===== config.mk =====
export PLATFORM = sky130hd
export DESIGN_NAME = priority_ready_queue_scheduler
export DESIGN_NICKNAME = d
export VERILOG_FILES = /design/src/design/prq_pkg.sv /design/src/design/prq_ram.sv /design/src/design/priority_ready_queue_scheduler.sv
export SDC_FILE = /design/constraint.sdc
export NUM_CORES = 1
export LEC_CHECK = 0
export BUFFER_PORTS_ARGS = -buffer_cell sky130_fd_sc_hd__buf_2
export CAP_MARGIN = 10
export CORE_MARGIN = 5
export CORE_UTILIZATION = 25
export CTS_CLUSTER_DIAMETER = 150
export DETAILED_ROUTE_END_ITERATION = 12
export PLACE_DENSITY_LB_ADDON = 0.25
export SYNTH_ARGS = -nofsm -noshare
export SYNTH_HDL_FRONTEND = slang
export SYNTH_SLANG_ARGS = --single-unit

===== constraint.sdc =====
create_clock -name clk_i -period 4.5 [get_ports clk_i]
set_input_delay 0.675 -clock clk_i [delete_from_list [all_inputs] [get_ports clk_i]]
set_output_delay 0.675 -clock clk_i [all_outputs]
set_load 0.1 [all_outputs]

===== src/design/prq_pkg.sv =====
// Shared constants, codes and state type of the priority ready-queue scheduler.
package prq_pkg;

  localparam int unsigned PRIORITY_LEVELS_DEF = 32;
  localparam int unsigned THREAD_SLOTS_DEF    = 32;

  localparam int unsigned FIELD_W  = 5;
  localparam int unsigned IN_DW    = 16;
  localparam int unsigned OUT_DW   = 56;
  localparam int unsigned LEVELS_W = 32;

  typedef enum logic [1:0] {
    OP_INSERT   = 2'd0,
    OP_REMOVE   = 2'd1,
    OP_SCHEDULE = 2'd2
  } op_e;

  typedef enum logic [1:0] {
    ST_OK          = 2'd0,
    ST_ALREADY     = 2'd1,
    ST_NOT_READY   = 2'd2,
    ST_NOTHING_RDY = 2'd3
  } status_e;

  typedef enum logic {
    S_IDLE,
    S_EXEC
  } state_e;

  typedef struct packed {
    logic [LEVELS_W-1:0] ready_levels;
    logic [FIELD_W-1:0]  to_priority;
    logic [FIELD_W-1:0]  new_thread;
    logic [FIELD_W-1:0]  old_thread;
    logic                from_valid;
    logic                switched;
    status_e             status;
  } result_t;

endpackage


===== src/design/prq_ram.sv =====
// Simple dual-port synchronous RAM, one write and one registered read per cycle.
module prq_ram #(
  parameter int unsigned WIDTH = 6,
  parameter int unsigned DEPTH = 32,
  localparam int unsigned AW   = $clog2(DEPTH)
) (
  input  logic             clk_i,
  input  logic             we_i,
  input  logic [AW-1:0]    waddr_i,
  input  logic [WIDTH-1:0] wdata_i,
  input  logic             re_i,
  input  logic [AW-1:0]    raddr_i,
  output logic [WIDTH-1:0] rdata_o
);

  logic [WIDTH-1:0] mem_q [DEPTH];
  logic [WIDTH-1:0] rdata_q;

  always_ff @(posedge clk_i) begin
    if (we_i) begin
      mem_q[waddr_i] <= wdata_i;
    end
    if (re_i) begin
      rdata_q <= mem_q[raddr_i];
    end
  end

  assign rdata_o = rdata_q;

endmodule


===== src/design/priority_ready_queue_scheduler.sv =====
// Top level: bitmap ready-queue scheduler with per-level FIFOs kept in link RAMs.
// Each beat takes a RAM read at acceptance (IDLE) followed by the read-modify-write EXEC step that
// updates links, bitmap and current thread and registers the result for m_axis; no new beat is
// accepted until EXEC is done.
// Reset clears the ready bitmap, the per-thread ready bits, the current thread and the
// output valid flag; the link and level RAMs are not cleared and need no clearing pass.
module priority_ready_queue_scheduler #(
  parameter int unsigned PRIORITY_LEVELS = prq_pkg::PRIORITY_LEVELS_DEF,
  parameter int unsigned THREAD_SLOTS    = prq_pkg::THREAD_SLOTS_DEF
) (
  input  logic                        clk_i,
  input  logic                        rst_ni,
  input  logic                        s_axis_tvalid,
  output logic                        s_axis_tready,
  // operation[1:0], thread_id[6:2], priority_req[11:7], zero pad[15:12]
  input  logic [prq_pkg::IN_DW-1:0]   s_axis_tdata,
  output logic                        m_axis_tvalid,
  input  logic                        m_axis_tready,
  // status[1:0], switched[2], from_valid[3], old_thread[8:4], new_thread[13:9],
  // to_priority[18:14], ready_levels[50:19], zero pad[55:51]
  output logic [prq_pkg::OUT_DW-1:0]  m_axis_tdata
);

  localparam int unsigned TW = $clog2(THREAD_SLOTS);
  localparam int unsigned LW = $clog2(PRIORITY_LEVELS);
  localparam int unsigned FW = prq_pkg::FIELD_W;
  // link value meaning "no neighbor"
  localparam logic [TW:0] NO_LINK  = (TW+1)'(THREAD_SLOTS);
  localparam logic [LW-1:0] LVL_MAX = LW'(PRIORITY_LEVELS - 1);

  // ---------------------------------------------------------------------------
  // Input beat unpacking
  // ---------------------------------------------------------------------------
  logic [1:0]    in_op;
  logic [FW-1:0] in_tid;
  logic [FW-1:0] in_prio;
  logic          in_tok;
  logic [TW-1:0] in_tix;
  logic [LW-1:0] in_lvl;
  logic          accept;

  assign in_op   = s_axis_tdata[1:0];
  assign in_tid  = s_axis_tdata[6:2];
  assign in_prio = s_axis_tdata[11:7];
  assign in_tok  = 32'(in_tid) < THREAD_SLOTS;
  assign in_tix  = in_tid[TW-1:0];
  // saturate out-of-range priorities to the lowest-priority (highest-numbered) level
  assign in_lvl  = (32'(in_prio) >= PRIORITY_LEVELS) ? LVL_MAX : in_prio[LW-1:0];

  // ---------------------------------------------------------------------------
  // Control state
  // ---------------------------------------------------------------------------
  prq_pkg::state_e             state_q, state_d;
  logic [1:0]                  op_q;
  logic [FW-1:0]               tid_q;
  logic [LW-1:0]               lvl_q;
  logic [LW-1:0]               best_q;
  logic [PRIORITY_LEVELS-1:0]  bitmap_q, bitmap_d;
  logic [THREAD_SLOTS-1:0]     ready_q, ready_d;
  logic [TW-1:0]               cur_q, cur_d;
  logic                        cur_valid_q, cur_valid_d;
  logic                        out_valid_q;
  prq_pkg::result_t            out_q, res_d;

  // Lowest-numbered ready level, taken from the bitmap before the beat is
  // accepted; only EXEC changes the bitmap, so it still holds in EXEC.
  logic [LW-1:0] best;
  always_comb begin
    best = '0;
    for (int i = PRIORITY_LEVELS - 1; i >= 0; i--) begin
      if (bitmap_q[i]) begin
        best = LW'(i);
      end
    end
  end

  // Accept only when idle and the output slot is free or draining this cycle.
  assign s_axis_tready = (state_q == prq_pkg::S_IDLE) && (!out_valid_q || m_axis_tready);
  assign accept        = s_axis_tvalid && s_axis_tready;

  // ---------------------------------------------------------------------------
  // Link and level RAMs
  // ---------------------------------------------------------------------------
  logic          nx_we,  ex_nx_we;
  logic [TW-1:0] nx_wa,  ex_nx_wa;
  logic [TW:0]   nx_wd,  ex_nx_wd;
  logic [TW:0]   nx_rd;
  logic          pv_we;
  logic [TW-1:0] pv_wa;
  logic [TW:0]   pv_wd;
  logic [TW:0]   pv_rd;
  logic          tl_we;
  logic [LW-1:0] tl_rd;
  logic          hd_we;
  logic [LW-1:0] hd_wa;
  logic [TW-1:0] hd_wd;
  logic [TW-1:0] hd_rd;
  logic          tt_we;
  logic [LW-1:0] tt_wa;
  logic [TW-1:0] tt_wd;
  logic [TW-1:0] tt_rd;
  logic          acc_clear;

  // A fresh insert terminates its own next link right at acceptance, which
  // frees the next RAM's write port for the tail link in EXEC.
  assign acc_clear = accept && (in_op == prq_pkg::OP_INSERT) && in_tok && !ready_q[in_tix];
  assign nx_we     = acc_clear || ex_nx_we;
  assign nx_wa     = acc_clear ? in_tix  : ex_nx_wa;
  assign nx_wd     = acc_clear ? NO_LINK : ex_nx_wd;

  prq_ram #(.WIDTH(TW + 1), .DEPTH(THREAD_SLOTS)) u_next_ram (
    .clk_i   (clk_i),
    .we_i    (nx_we),
    .waddr_i (nx_wa),
    .wdata_i (nx_wd),
    .re_i    (accept),
    .raddr_i (in_tix),
    .rdata_o (nx_rd)
  );

  prq_ram #(.WIDTH(TW + 1), .DEPTH(THREAD_SLOTS)) u_prev_ram (
    .clk_i   (clk_i),
    .we_i    (pv_we),
    .waddr_i (pv_wa),
    .wdata_i (pv_wd),
    .re_i    (accept),
    .raddr_i (in_tix),
    .rdata_o (pv_rd)
  );

  prq_ram #(.WIDTH(LW), .DEPTH(THREAD_SLOTS)) u_tlvl_ram (
    .clk_i   (clk_i),
    .we_i    (tl_we),
    .waddr_i (tid_q[TW-1:0]),
    .wdata_i (lvl_q),
    .re_i    (accept),
    .raddr_i (in_tix),
    .rdata_o (tl_rd)
  );

  prq_ram #(.WIDTH(TW), .DEPTH(PRIORITY_LEVELS)) u_head_ram (
    .clk_i   (clk_i),
    .we_i    (hd_we),
    .waddr_i (hd_wa),
    .wdata_i (hd_wd),
    .re_i    (accept),
    .raddr_i (best),
    .rdata_o (hd_rd)
  );

  prq_ram #(.WIDTH(TW), .DEPTH(PRIORITY_LEVELS)) u_tail_ram (
    .clk_i   (clk_i),
    .we_i    (tt_we),
    .waddr_i (tt_wa),
    .wdata_i (tt_wd),
    .re_i    (accept),
    .raddr_i (in_lvl),
    .rdata_o (tt_rd)
  );

  // ---------------------------------------------------------------------------
  // Execute: read data is back, update links, bitmap and current thread
  // ---------------------------------------------------------------------------
  logic          ex;
  logic          t_ok;
  logic [TW-1:0] tix;
  logic          nonempty;
  logic          p_none, n_none;

  assign ex       = (state_q == prq_pkg::S_EXEC);
  assign t_ok     = 32'(tid_q) < THREAD_SLOTS;
  assign tix      = tid_q[TW-1:0];
  assign nonempty = bitmap_q[lvl_q];
  assign p_none   = pv_rd >= NO_LINK;
  assign n_none   = nx_rd >= NO_LINK;

  always_comb begin
    ex_nx_we    = 1'b0;
    ex_nx_wa    = tt_rd;
    ex_nx_wd    = {1'b0, tix};
    pv_we       = 1'b0;
    pv_wa       = tix;
    pv_wd       = NO_LINK;
    tl_we       = 1'b0;
    hd_we       = 1'b0;
    hd_wa       = lvl_q;
    hd_wd       = tix;
    tt_we       = 1'b0;
    tt_wa       = lvl_q;
    tt_wd       = tix;
    bitmap_d    = bitmap_q;
    ready_d     = ready_q;
    cur_d       = cur_q;
    cur_valid_d = cur_valid_q;
    res_d       = '0;
    res_d.status = prq_pkg::ST_OK;

    unique case (op_q)
      prq_pkg::OP_INSERT: begin
        if (!t_ok) begin
          res_d.status = prq_pkg::ST_NOT_READY;
        end else if (ready_q[tix]) begin
          res_d.status = prq_pkg::ST_ALREADY;
        end else if (ex) begin
          // append at the tail of the level's FIFO
          tl_we = 1'b1;
          pv_we = 1'b1;
          tt_we = 1'b1;
          if (nonempty) begin
            pv_wd    = {1'b0, tt_rd};
            ex_nx_we = 1'b1;
          end else begin
            hd_we = 1'b1;
          end
          ready_d[tix]    = 1'b1;
          bitmap_d[lvl_q] = 1'b1;
        end
      end
      prq_pkg::OP_REMOVE: begin
        if (!t_ok || !ready_q[tix]) begin
          res_d.status = prq_pkg::ST_NOT_READY;
        end else if (ex) begin
          // unlink; neighbors or the level's head/tail take over the links
          hd_wa = tl_rd;
          tt_wa = tl_rd;
          hd_wd = nx_rd[TW-1:0];
          tt_wd = pv_rd[TW-1:0];
          if (p_none) begin
            hd_we = !n_none;
          end else begin
            ex_nx_we = 1'b1;
            ex_nx_wa = pv_rd[TW-1:0];
            ex_nx_wd = nx_rd;
          end
          if (n_none) begin
            tt_we = !p_none;
          end else begin
            pv_we = 1'b1;
            pv_wa = nx_rd[TW-1:0];
            pv_wd = pv_rd;
          end
          ready_d[tix] = 1'b0;
          if (p_none && n_none) begin
            bitmap_d[tl_rd] = 1'b0;
          end
        end
      end
      prq_pkg::OP_SCHEDULE: begin
        if (bitmap_q == '0) begin
          res_d.status = prq_pkg::ST_NOTHING_RDY;
        end else if (!cur_valid_q || (hd_rd != cur_q)) begin
          res_d.switched    = 1'b1;
          res_d.from_valid  = cur_valid_q;
          res_d.old_thread  = cur_valid_q ? FW'(cur_q) : '0;
          res_d.new_thread  = FW'(hd_rd);
          res_d.to_priority = FW'(best_q);
          if (ex) begin
            cur_d       = hd_rd;
            cur_valid_d = 1'b1;
          end
        end
      end
      default: begin
        // unknown code: report ok, change nothing
      end
    endcase

    res_d.ready_levels = prq_pkg::LEVELS_W'(bitmap_d);
  end

  // ---------------------------------------------------------------------------
  // Sequencer
  // ---------------------------------------------------------------------------
  always_comb begin
    state_d = state_q;
    unique case (state_q)
      prq_pkg::S_IDLE: begin
        if (accept) begin
          state_d = prq_pkg::S_EXEC;
        end
      end
      prq_pkg::S_EXEC: begin
        state_d = prq_pkg::S_IDLE;
      end
      default: begin
        state_d = prq_pkg::S_IDLE;
      end
    endcase
  end

  always_ff @(posedge clk_i or negedge rst_ni) begin
    if (!rst_ni) begin
      state_q     <= prq_pkg::S_IDLE;
      bitmap_q    <= '0;
      ready_q     <= '0;
      cur_q       <= '0;
      cur_valid_q <= 1'b0;
      out_valid_q <= 1'b0;
    end else begin
      state_q <= state_d;
      if (ex) begin
        bitmap_q    <= bitmap_d;
        ready_q     <= ready_d;
        cur_q       <= cur_d;
        cur_valid_q <= cur_valid_d;
        out_valid_q <= 1'b1;
      end else if (m_axis_tready) begin
        out_valid_q <= 1'b0;
      end
    end
  end

  // hold the beat fields and the result payload
  always_ff @(posedge clk_i) begin
    if (accept) begin
      op_q   <= in_op;
      tid_q  <= in_tid;
      lvl_q  <= in_lvl;
      best_q <= best;
    end
    if (ex) begin
      out_q <= res_d;
    end
  end

  assign m_axis_tvalid = out_valid_q;
  assign m_axis_tdata  = prq_pkg::OUT_DW'(out_q);

  // ---------------------------------------------------------------------------
  // Assertions
  // ---------------------------------------------------------------------------
  // EXEC only ever loads a free output slot
  a_no_overwrite: assert property (@(posedge clk_i) disable iff (!rst_ni)
    ex |-> !(out_valid_q && !m_axis_tready))
    else $error("result overwritten before it was taken");

  // a level bit is set exactly when some thread is ready
  a_bitmap_ready: assert property (@(posedge clk_i) disable iff (!rst_ni)
    (bitmap_q == '0) == (ready_q == '0))
    else $error("ready bitmap disagrees with ready threads");

  // ready set and bitmap change only in the execute cycle
  a_state_quiet: assert property (@(posedge clk_i) disable iff (!rst_ni)
    !ex |=> ($stable(ready_q) && $stable(bitmap_q)))
    else $error("scheduler state changed outside execute");

  // one beat changes at most one thread's ready bit
  a_one_thread: assert property (@(posedge clk_i) disable iff (!rst_ni)
    ex |=> $countones(ready_q ^ $past(ready_q)) <= 1)
    else $error("more than one ready bit changed in one beat");

endmodule

* Yosys cells after proc, flatten, opt, wreduce, memory -nomap -nowiden *
Memory sizes are Yosys's and may differ from the RTL's. A register that Yosys moved wholly into a read port is not among the register bits.
Index checks and enable logic that the tools add are counted.

word-level totals
  register bits after elaboration = 140
  latch bits = 0
  bits in writable memories = 864
  memory bits (read-only) = 0
  input bits = 20
  output and inout port bits = 58
  logic and storage cells = 198
  memories = 5

memory list
  memory            words  width  rd ports  clocked after memory_dff  write ports  line           source
  u_next_ram.mem_q  32     6      1         1                         1            prq_ram.sv:16  logic [WIDTH-1:0] mem_q [DEPTH];
  u_prev_ram.mem_q  32     6      1         1                         1            prq_ram.sv:16
  u_head_ram.mem_q  32     5      1         1                         1            prq_ram.sv:16
  u_tail_ram.mem_q  32     5      1         1                         1            prq_ram.sv:16
  u_tlvl_ram.mem_q  32     5      1         1                         1            prq_ram.sv:16

cells by class
  add/sub/neg operators = 0
  multipliers = 0
  divide/modulo/power cells = 0
  order comparisons = 9
  eq/ne operators = 5
  shift-type cells = 0
  multiplexer cells = 125
  bitwise logic cells = 11
  reduce and logical (&&, ||, !) cells = 26

operator list
  operator              count
  $mux W5               50
  $mux W32              5
  $pmux W32 S2          2
  $mux W6               11
  $and A32 B32 Y32      2
  $not A32 Y32          2
  $or A32 B32 Y32       2
  $mux W1               42
  $logic_not A32 Y1     1
  $lt A5 B6 Y1 const B  4
  $bmux W1 S5           3
  $demux W1 S5          3
  $ge A5 B1 Y1 const B  3
  $ge A6 B6 Y1 const B  2
  $pmux W6 S2           1
  $pmux W1 S2           5
  $logic_and A1 B1 Y1   8
  $reduce_and A4 Y1     2
  $pmux W2 S3           1
  $logic_not A1 Y1      5
  $ne A5 B5 Y1          1
  $not A1 Y1            5
  $logic_not A2 Y1      2
  $mux W2               2
  other kinds (8)       12

* Depth between registers and ports, before layout *
Gate-level depths: netlist of run 1.

  word-level depth = 32
  mapped depth = 12

* Cells and area by module *
A second synthesis of run 1 with hierarchy kept.

second synthesis, totals
  cell total of the unflattened synthesis = 2196
  area, all modules = 42341.9 sq um

by module, submodules not included
  module                          instances  cells each  area an instance (sq um)  sequential area each (sq um)
  prq_ram at u_head_ram ...       3          277         6394.9                    4954.8
  prq_ram at u_next_ram ...       2          323         7649.8                    5945.7
  priority_ready_queue_scheduler  1          719         7857.5                    3843.7

* Least setup slack after synthesis of run 1 *
OpenSTA, ideal clock, no wires.

  kind = flip-flop to flip-flop
  start = register state_q, in the netlist ex
  end = memory u_next_ram.mem_q[20][0], enable pin
  setup time = 350 ps
  data arrival time = 3553 ps
  data required time = 4150 ps
  slack = 597 ps
  cell stages (with the launch flop) = 9
  buffers on the path = 1
  cells stage by stage = dfrtp_1 -> clkbuf_1 -> clkinv_1 -> nor3_1 -> nand2_2 -> mux2_2 -> mux2i_1 -> nand2_1 -> nor2_1

on the way
  cells in the longest elaborated chain, start to end = 8

ends and longest elaborated chain
  item                                                 line                                   source
  from (decl)                                          priority_ready_queue_scheduler.sv:53   prq_pkg::state_e state_q, state_d;
  from (signal assigned)                               priority_ready_queue_scheduler.sv:293  state_q <= prq_pkg::S_IDLE;
  from (signal assigned)                               priority_ready_queue_scheduler.sv:300  state_q <= state_d;
  branches (longest 8 deep; another with $pmux W1 S2)  --
  to (decl)                                            prq_ram.sv:16

Parallel ways; which one is timed is not known.

* Worst setup path after layout of run 1 *
  start = register tid_q[0]
  end = memory u_prev_ram.mem_q[16][0], enable pin

on the way
  cells in the longest elaborated chain, start to end = 6

ends and longest elaborated chain
  item                               line                                                                          source
  from (decl)                        priority_ready_queue_scheduler.sv:55                                          logic [FW-1:0] tid_q;
  from (signal assigned)             priority_ready_queue_scheduler.sv:317                                         tid_q <= in_tid;
  $bmux W1 S5                        priority_ready_queue_scheduler.sv:202, priority_ready_queue_scheduler.sv:220
  $mux W1 (implied by the code)      priority_ready_queue_scheduler.sv:202, priority_ready_queue_scheduler.sv:220
  $mux W1, on equally long branches  priority_ready_queue_scheduler.sv:220, priority_ready_queue_scheduler.sv:202
  $pmux W1 S2                        priority_ready_queue_scheduler.sv:198                                         unique case (op_q)
  $mux W1                            prq_ram.sv:20                                                                 if (we_i) begin
  $mux W1 (implied by the code)      prq_ram.sv:21                                                                 mem_q[waddr_i] <= wdata_i;
  to (decl)                          prq_ram.sv:16

Several ways; a longest one is shown, not always the timed one. The select of a mux whose other input is x is not followed.

==> results by group, run 1 <==
Outcome
  • Outcome: finished clean

GRT
  • Tot GR Track Use: 0.121
  • First-pass GRT wire length: 162000 um
  • Grt met1 use: 0.164
  • Gr busiest metal: met2
  • Largest net degree at the start of global routing: 120
  • GRT Residual Overflow: 0
  • Grt met2 use: 0.200
  • Vias in the first global route: 23281
  • Met3 usage: 0.0164
  • Initial antenna violation count: 4

CTS
  • Reg clk slew, reported paths: 0.06 ns
  • H-tree depth: 3
  • Root buffer cell: clkbuf_16
  • Clk buf depth: 3
  • Clock Latency Late Sink: 0.72 ns
  • CTS tree: done
  • CTS Buf Count: 106
  • CTS sink cnt: 1031

Floorplan
  • Rows: 151
  • Die Y: 422 um
  • Initial core utilization: 0.251
  • I/O pin cnt: 78
  • DIE AREA: 178000 sq um
  • Die X: 422 um
  • Core Region: 169000 sq um

Cells and area
  • Area growth from synthesis to layout: 17.6%
  • Most frequent cells in the layout: 959 x edfxtp_1, 253 x mux4_2, 196 x o21ai_0
  • Fin cells: 4891
  • Layout Utilization: 0.295
  • Nets: 2601
  • Share of post-route cells with drive strength above 1: 0.283
  • Commonest non-fill, non-tap cell in the layout: edfxtp_1

Hold path
  • Worst Hold Depth: 1
  • Worst hold path type: input port to flip-flop

Power
  • Power per cell area: 460 nW/um^2
  • Leakage power: 15.7 nW
  • Tot Pwr: 22.9 mW
  • Maximum vdd drop: 0.280 mV

STA
  • Share of the clock period used by the worst path: 0.915
  • Final Max Slew Viols: 0
  • Total negative slack: 0 ns
  • Period minus WS final: 4.12 ns
  • Smallest hold slack: 0.236 ns
  • Clock Skews: 0.0576 ns
  • Endpoints failing hold: 0
  • Fmax: 243 MHz
  • Setup repair after global routing missed its margin: no
  • Slew margin rel.: 0.285
  • Worst-Margin Slew: 1.07 ns
  • Final setup violation count: 0

Setup path
  • Critical Path Source Type: flip-flop
  • Worst Path Class, Setup: flip-flop to flip-flop
  • CP Max Fanout: 12
  • Critical path arrival: 4.45 ns
  • R2r worst-path depth: 9
  • Crit path capture type: flip-flop
  • R2R Setup Slk: 0.38 ns
  • Req. time, crit path: 4.83 ns

Placed design
  • Input/output buffers: 68
  • Post-Place Cells: 4690
  • Gpl congestion: 0.778
  • Final HPWL DP: 71100 um

Logic synthesis
  • Ranking of synthesized cells by area: edfxtp_1 68%, mux4_2 13%, dfrtp_1 4.3%
  • Post-synth EDFFs: 959
  • Register area share after synthesis: 0.722
  • Synth Flop Type: edfxtp_1
  • Synth warn: 0
  • Largest family of logic cells by synthesized area: multiplexers
  • Post-synthesis adder-cell area fraction: 0
  • Syn avg cell area: 18.0 sq um
  • Yosys top cell by area: edfxtp_1
  • Mapped Cells: 2360
  • Mapped cell area: 42400 sq um
  • Post-synth ARST share: 0.0698
  • Multiplexer area fraction after synthesis: 0.152
  • Post-Synth XOR/XNOR Area: 0.00124
  • Post-synthesis simple-gate area fraction: 0.0528
  • Post-synthesis compound-gate area fraction: 0.0539
  • Synth cell types: 83
  • Synth top area share: 0.679
  • #FFs+latches synth: 1031

Route
  • Remaining antenna violation count: 0
  • Vias per inst: 4.61
  • Routed WL: 109000 um
  • WL/cell: 22.3 um
  • Via count: 22568
  • Starting DRT DRC Count: 1580
  • Remaining DRCs: 0
  • First drt pass iteration count: 5

Run
  • Max Cap Violations: 0
-- final timing paths --
path,from,endpoint
setup / recovery,tid_q[0],u_prev_ram.mem_q[16][0]
hold / removal,s_axis_tdata[0],op_q[0]
setup reg to reg,tid_q[0],u_prev_ram.mem_q[16][0]
hold reg to reg,best_q[0],m_axis_tdata[14]
max in group asynchronous,rst_ni,ex
min in group asynchronous,rst_ni,bitmap_q[17]
-- power by group --
part | internal (mW) | switching (mW)
Sequential | 10.8 | 0.205
Combinational | 1.08 | 2.17
Clock | 4.95 | 3.75
Total | 16.8 | 6.13
-- through the flow --
stage | area [sq um] | setup WS, ns
after floorplan | 42400 | 0.597
after global placement | 46400 | 0.359
after detailed placement | 46400 | 0.300
after CTS | 49800 | 0.281
after global routing | 49800 | 0.0237
final | 49800 | 0.381
-- worst max-delay path: stages (launching register included) --
cell and delay [ns]:
edfxtp_1 0.65, mux4_2 0.45, a32oi_1 0.14, and4_4 0.28, nor3_4 0.50, nand2b_1 0.34
buf_4 0.24, nor3_1 0.12, a21oi_1 0.16, nor3_1 0.84
-- flip-flops by register name (all words and copies together), names as in the netlist, 6 cells and up, named ones only --
register            count
u_next_ram.mem_q      192
u_next_ram.rdata_o      6
u_tail_ram.mem_q      160
u_head_ram.mem_q      160
u_tlvl_ram.mem_q      160
u_prev_ram.rdata_o      6
m_axis_tdata           51
bitmap_q               32
u_prev_ram.mem_q      192
-- synthesized netlist by cell type, types with 6 or more instances --
library cell,n
buf_1,21
nor2_2,8
or2_2,7
buf_2,28
a221oi_1,10
dfrtp_1,72
nand2b_1,12
o21ai_0,198
nor2_1,157
and2_1,16
a32oi_1,7
buf_4,9
nor2b_1,14
and3_1,10
mux2i_1,25
nor3_1,42
clkbuf_1,80
nor4_1,18
a2111oi_0,11
nand3_1,51
mux2_2,45
a211oi_1,16
nand2_1,83
edfxtp_1,959
o22ai_1,7
or4_1,6
a22o_1,6
a21oi_1,33
inv_1,30
o31ai_1,20
mux4_2,253
a311oi_1,11
-- repair_timing --
| item | in CTS | in global routing |
|---|---|---|
| hold buffers | 1 | 0 |
| hold endpoints to repair | 42 | 0 |
| buffers inserted | 0 | 0 |
| resized for setup | 0 | 0 |
-- cells by family (layout without fill, tap and decap cells) --
logic type,after synthesis,count (layout)
AO/OA/AOI/OAI,367,367
XOR/XNOR,6,6
buffers and inverters,174,481
flip-flops,1031,1031
multiplexers,323,323
other,1,7
AND/OR/NAND/NOR,458,458
-- final cells by class --
cell class	count	area [sq um]
diodes	2	5.00
clock buffers	136	2820
clock inverters	62	604
fillers	16707	119000
inverters	32	120
multi-input cells	1159	11100
flip-flops and latches	1031	30600
well taps	2218	2780
repair buffers	251	1800
-- routing by layer --
metal	routed length [um]	vias up
met5	0	-
met4	2890	0
met3	4420	141
met2	53300	514
met1	48700	11873
li1	-	10040
(Power assumes the default switching activity.)
==> run 2, diff against run 1 <==
--- a/config.mk
+++ b/config.mk
@@ -7,6 +7,8 @@
 export LEC_CHECK = 0
 export BUFFER_PORTS_ARGS = -buffer_cell sky130_fd_sc_hd__buf_2
 export CAP_MARGIN = 10
+export CELL_PAD_IN_SITES_DETAIL_PLACEMENT = 0
+export CELL_PAD_IN_SITES_GLOBAL_PLACEMENT = 1
 export CORE_MARGIN = 5
 export CORE_UTILIZATION = 25
 export CTS_CLUSTER_DIAMETER = 150
==> results by group, run 2 (same netlist as run 1, synthesis figures left out) <==
Outcome
  • Outcome: finished clean

GRT
  • Largest net degree at the start of global routing: 139
  • Vias in the first global route: 23976
  • Met3 usage: 0.0190
  • Grt met2 use: 0.209
  • Grt met1 use: 0.162
  • GRT Residual Overflow: 0
  • Tot GR Track Use: 0.123
  • First-pass GRT wire length: 165000 um
  • Initial antenna violation count: 3
  • Gr busiest metal: met2

Route
  • Via count: 23012
  • Starting DRT DRC Count: 1801
  • Vias per inst: 4.69
  • First drt pass iteration count: 6
  • Remaining DRCs: 0
  • WL/cell: 22.8 um
  • Remaining antenna violation count: 0
  • Routed WL: 112000 um

Floorplan
  • Die Y: 422 um
  • Die X: 422 um
  • I/O pin cnt: 78
  • Initial core utilization: 0.251
  • DIE AREA: 178000 sq um
  • Core Region: 169000 sq um
  • Rows: 151

CTS
  • H-tree depth: 3
  • Reg clk slew, reported paths: 0.06 ns
  • CTS sink cnt: 1031
  • Setup Buffers After CTS: 0
  • CTS tree: done
  • Root buffer cell: clkbuf_16
  • Clock Latency Late Sink: 0.73 ns
  • CTS Buf Count: 114
  • Post-CTS Resized: 0
  • Post-CTS Hold Fix Bufs: 1
  • Clk buf depth: 3

Placed design
  • Gpl congestion: 0.798
  • Input/output buffers: 68
  • Pre-CTS WS: 0.292 ns
  • Placed instance area: 46400 sq um
  • Post-Place Cells: 4696
  • Final HPWL DP: 73900 um

STA
  • Endpoints failing hold: 0
  • Final setup violation count: 0
  • Slew margin rel.: 0.166
  • Setup ws final: 0.286 ns
  • Clock Skews: 0.0377 ns
  • Period minus WS final: 4.21 ns
  • Share of the clock period used by the worst path: 0.936
  • Setup repair after global routing missed its margin: no
  • Smallest hold slack: 0.137 ns
  • Fmax: 237 MHz
  • Final Max Slew Viols: 0
  • Total negative slack: 0 ns
  • Worst-Margin Slew: 1.22 ns

Setup path
  • Req. time, crit path: 4.85 ns
  • Cell Chain, Critical Path: mux4_2, a32oi_1, nand4_2, buf_4, nand2_2, mux2_2, mux2i_1, nand2_1, nor2_1
  • Worst Path Class, Setup: flip-flop to flip-flop
  • Worst r2r dst: u_next_ram.mem_q[20][5]
  • R2r worst-path depth: 9
  • Crit path capture type: flip-flop
  • CP Max Fanout: 12
  • Launching point of the worst reg2reg path: tid_q[0]
  • Crit-path max cell delay: 0.80 ns
  • Critical Path Source Type: flip-flop
  • Crit path max-delay cell type: edfxtp_1
  • Critical path arrival: 4.57 ns
  • R2R Setup Slk: 0.29 ns

Cells and area
  • Area growth from synthesis to layout: 19.0%
  • Most frequent cells in the layout: 959 x edfxtp_1, 253 x mux4_2, 196 x o21ai_0
  • Top flop regs: u_next_ram.mem_q (192), u_prev_ram.mem_q (192)
  • Fillers: 16524
  • Layout Utilization: 0.299
  • Finished Cell Area: 50400 sq um
  • Nets: 2616
  • Fin cells: 4911
  • Commonest non-fill, non-tap cell in the layout: edfxtp_1
  • Share of post-route cells with drive strength above 1: 0.295
  • N_diodes: 0

Power
  • Power per cell area: 480 nW/um^2
  • Maximum vdd drop: 0.309 mV
  • Tot Pwr: 24.2 mW
  • Leakage power: 16.0 nW

Run
  • Max Cap Violations: 0

Hold path
  • Worst Hold End: op_q[0]
  • Worst hold path type: input port to flip-flop
  • HP Start: s_axis_tdata[0]
  • Worst Hold Depth: 1
run 2: cell types whose count changed in the layout (fill, tap and decap cells not counted), sizes merged:
cell,change
diode,-2
bufinv,+14
clkinvlp,+3
clkbuf,-10
clkinv,+3
buf,+6
inv,+6
run 2: how the worst max path moves through the flow:
stage	start	endpoint	cells past startpoint
floorplan	ex	u_next_ram.mem_q[20][0]	8
global placement	tid_q[0]	u_next_ram.mem_q[20][2]	9
detailed placement	tid_q[0]	u_prev_ram.mem_q[7][2]	8
CTS	tid_q[0]	u_next_ram.mem_q[28][0]	9
global route	tid_q[0]	u_next_ram.mem_q[28][0]	9
finish	tid_q[0]	u_next_ram.mem_q[20][5]	9
run 2: layer usage:
layer / part of all wire / vias up
li1: - / 10074
met1: 0.43 / 12077
met2: 0.49 / 686
met3: 0.047 / 175
met4: 0.030 / 0
met5: 0 / -
run 2: worst max-delay path, delay by kind of cell, from the launching register on:
kind,cells,cell delay [ns]
muxes,3,1.27
and+or+nand+nor,4,1.22
DFF,1,0.80
AOI/OAI and AO/OA,1,0.31
buffers and inverters,1,0.24
run 2: power breakdown:
| part | switching (mW) | internal, mW | leakage (nW) | total [mW] |
|---|---|---|---|---|
| Clock | 3.94 | 6.01 | 1.96 | 9.95 |
| Combinational | 2.18 | 1.09 | 4.54 | 3.27 |
| Sequential | 0.224 | 10.8 | 9.47 | 11.0 |
| Total | 6.35 | 17.9 | 16.0 | 24.2 |
run 2: area by class of cell:
class	instances	area [sq um]	share of cell area
well taps	2218	2780	0.0550
clock buffers	125	2900	0.0576
clock inverters	88	1120	0.0222
multi-input cells	1159	11100	0.220
inverters	32	120	0.00238
repair buffers	258	1830	0.0362
flip-flops and latches	1031	30600	0.607
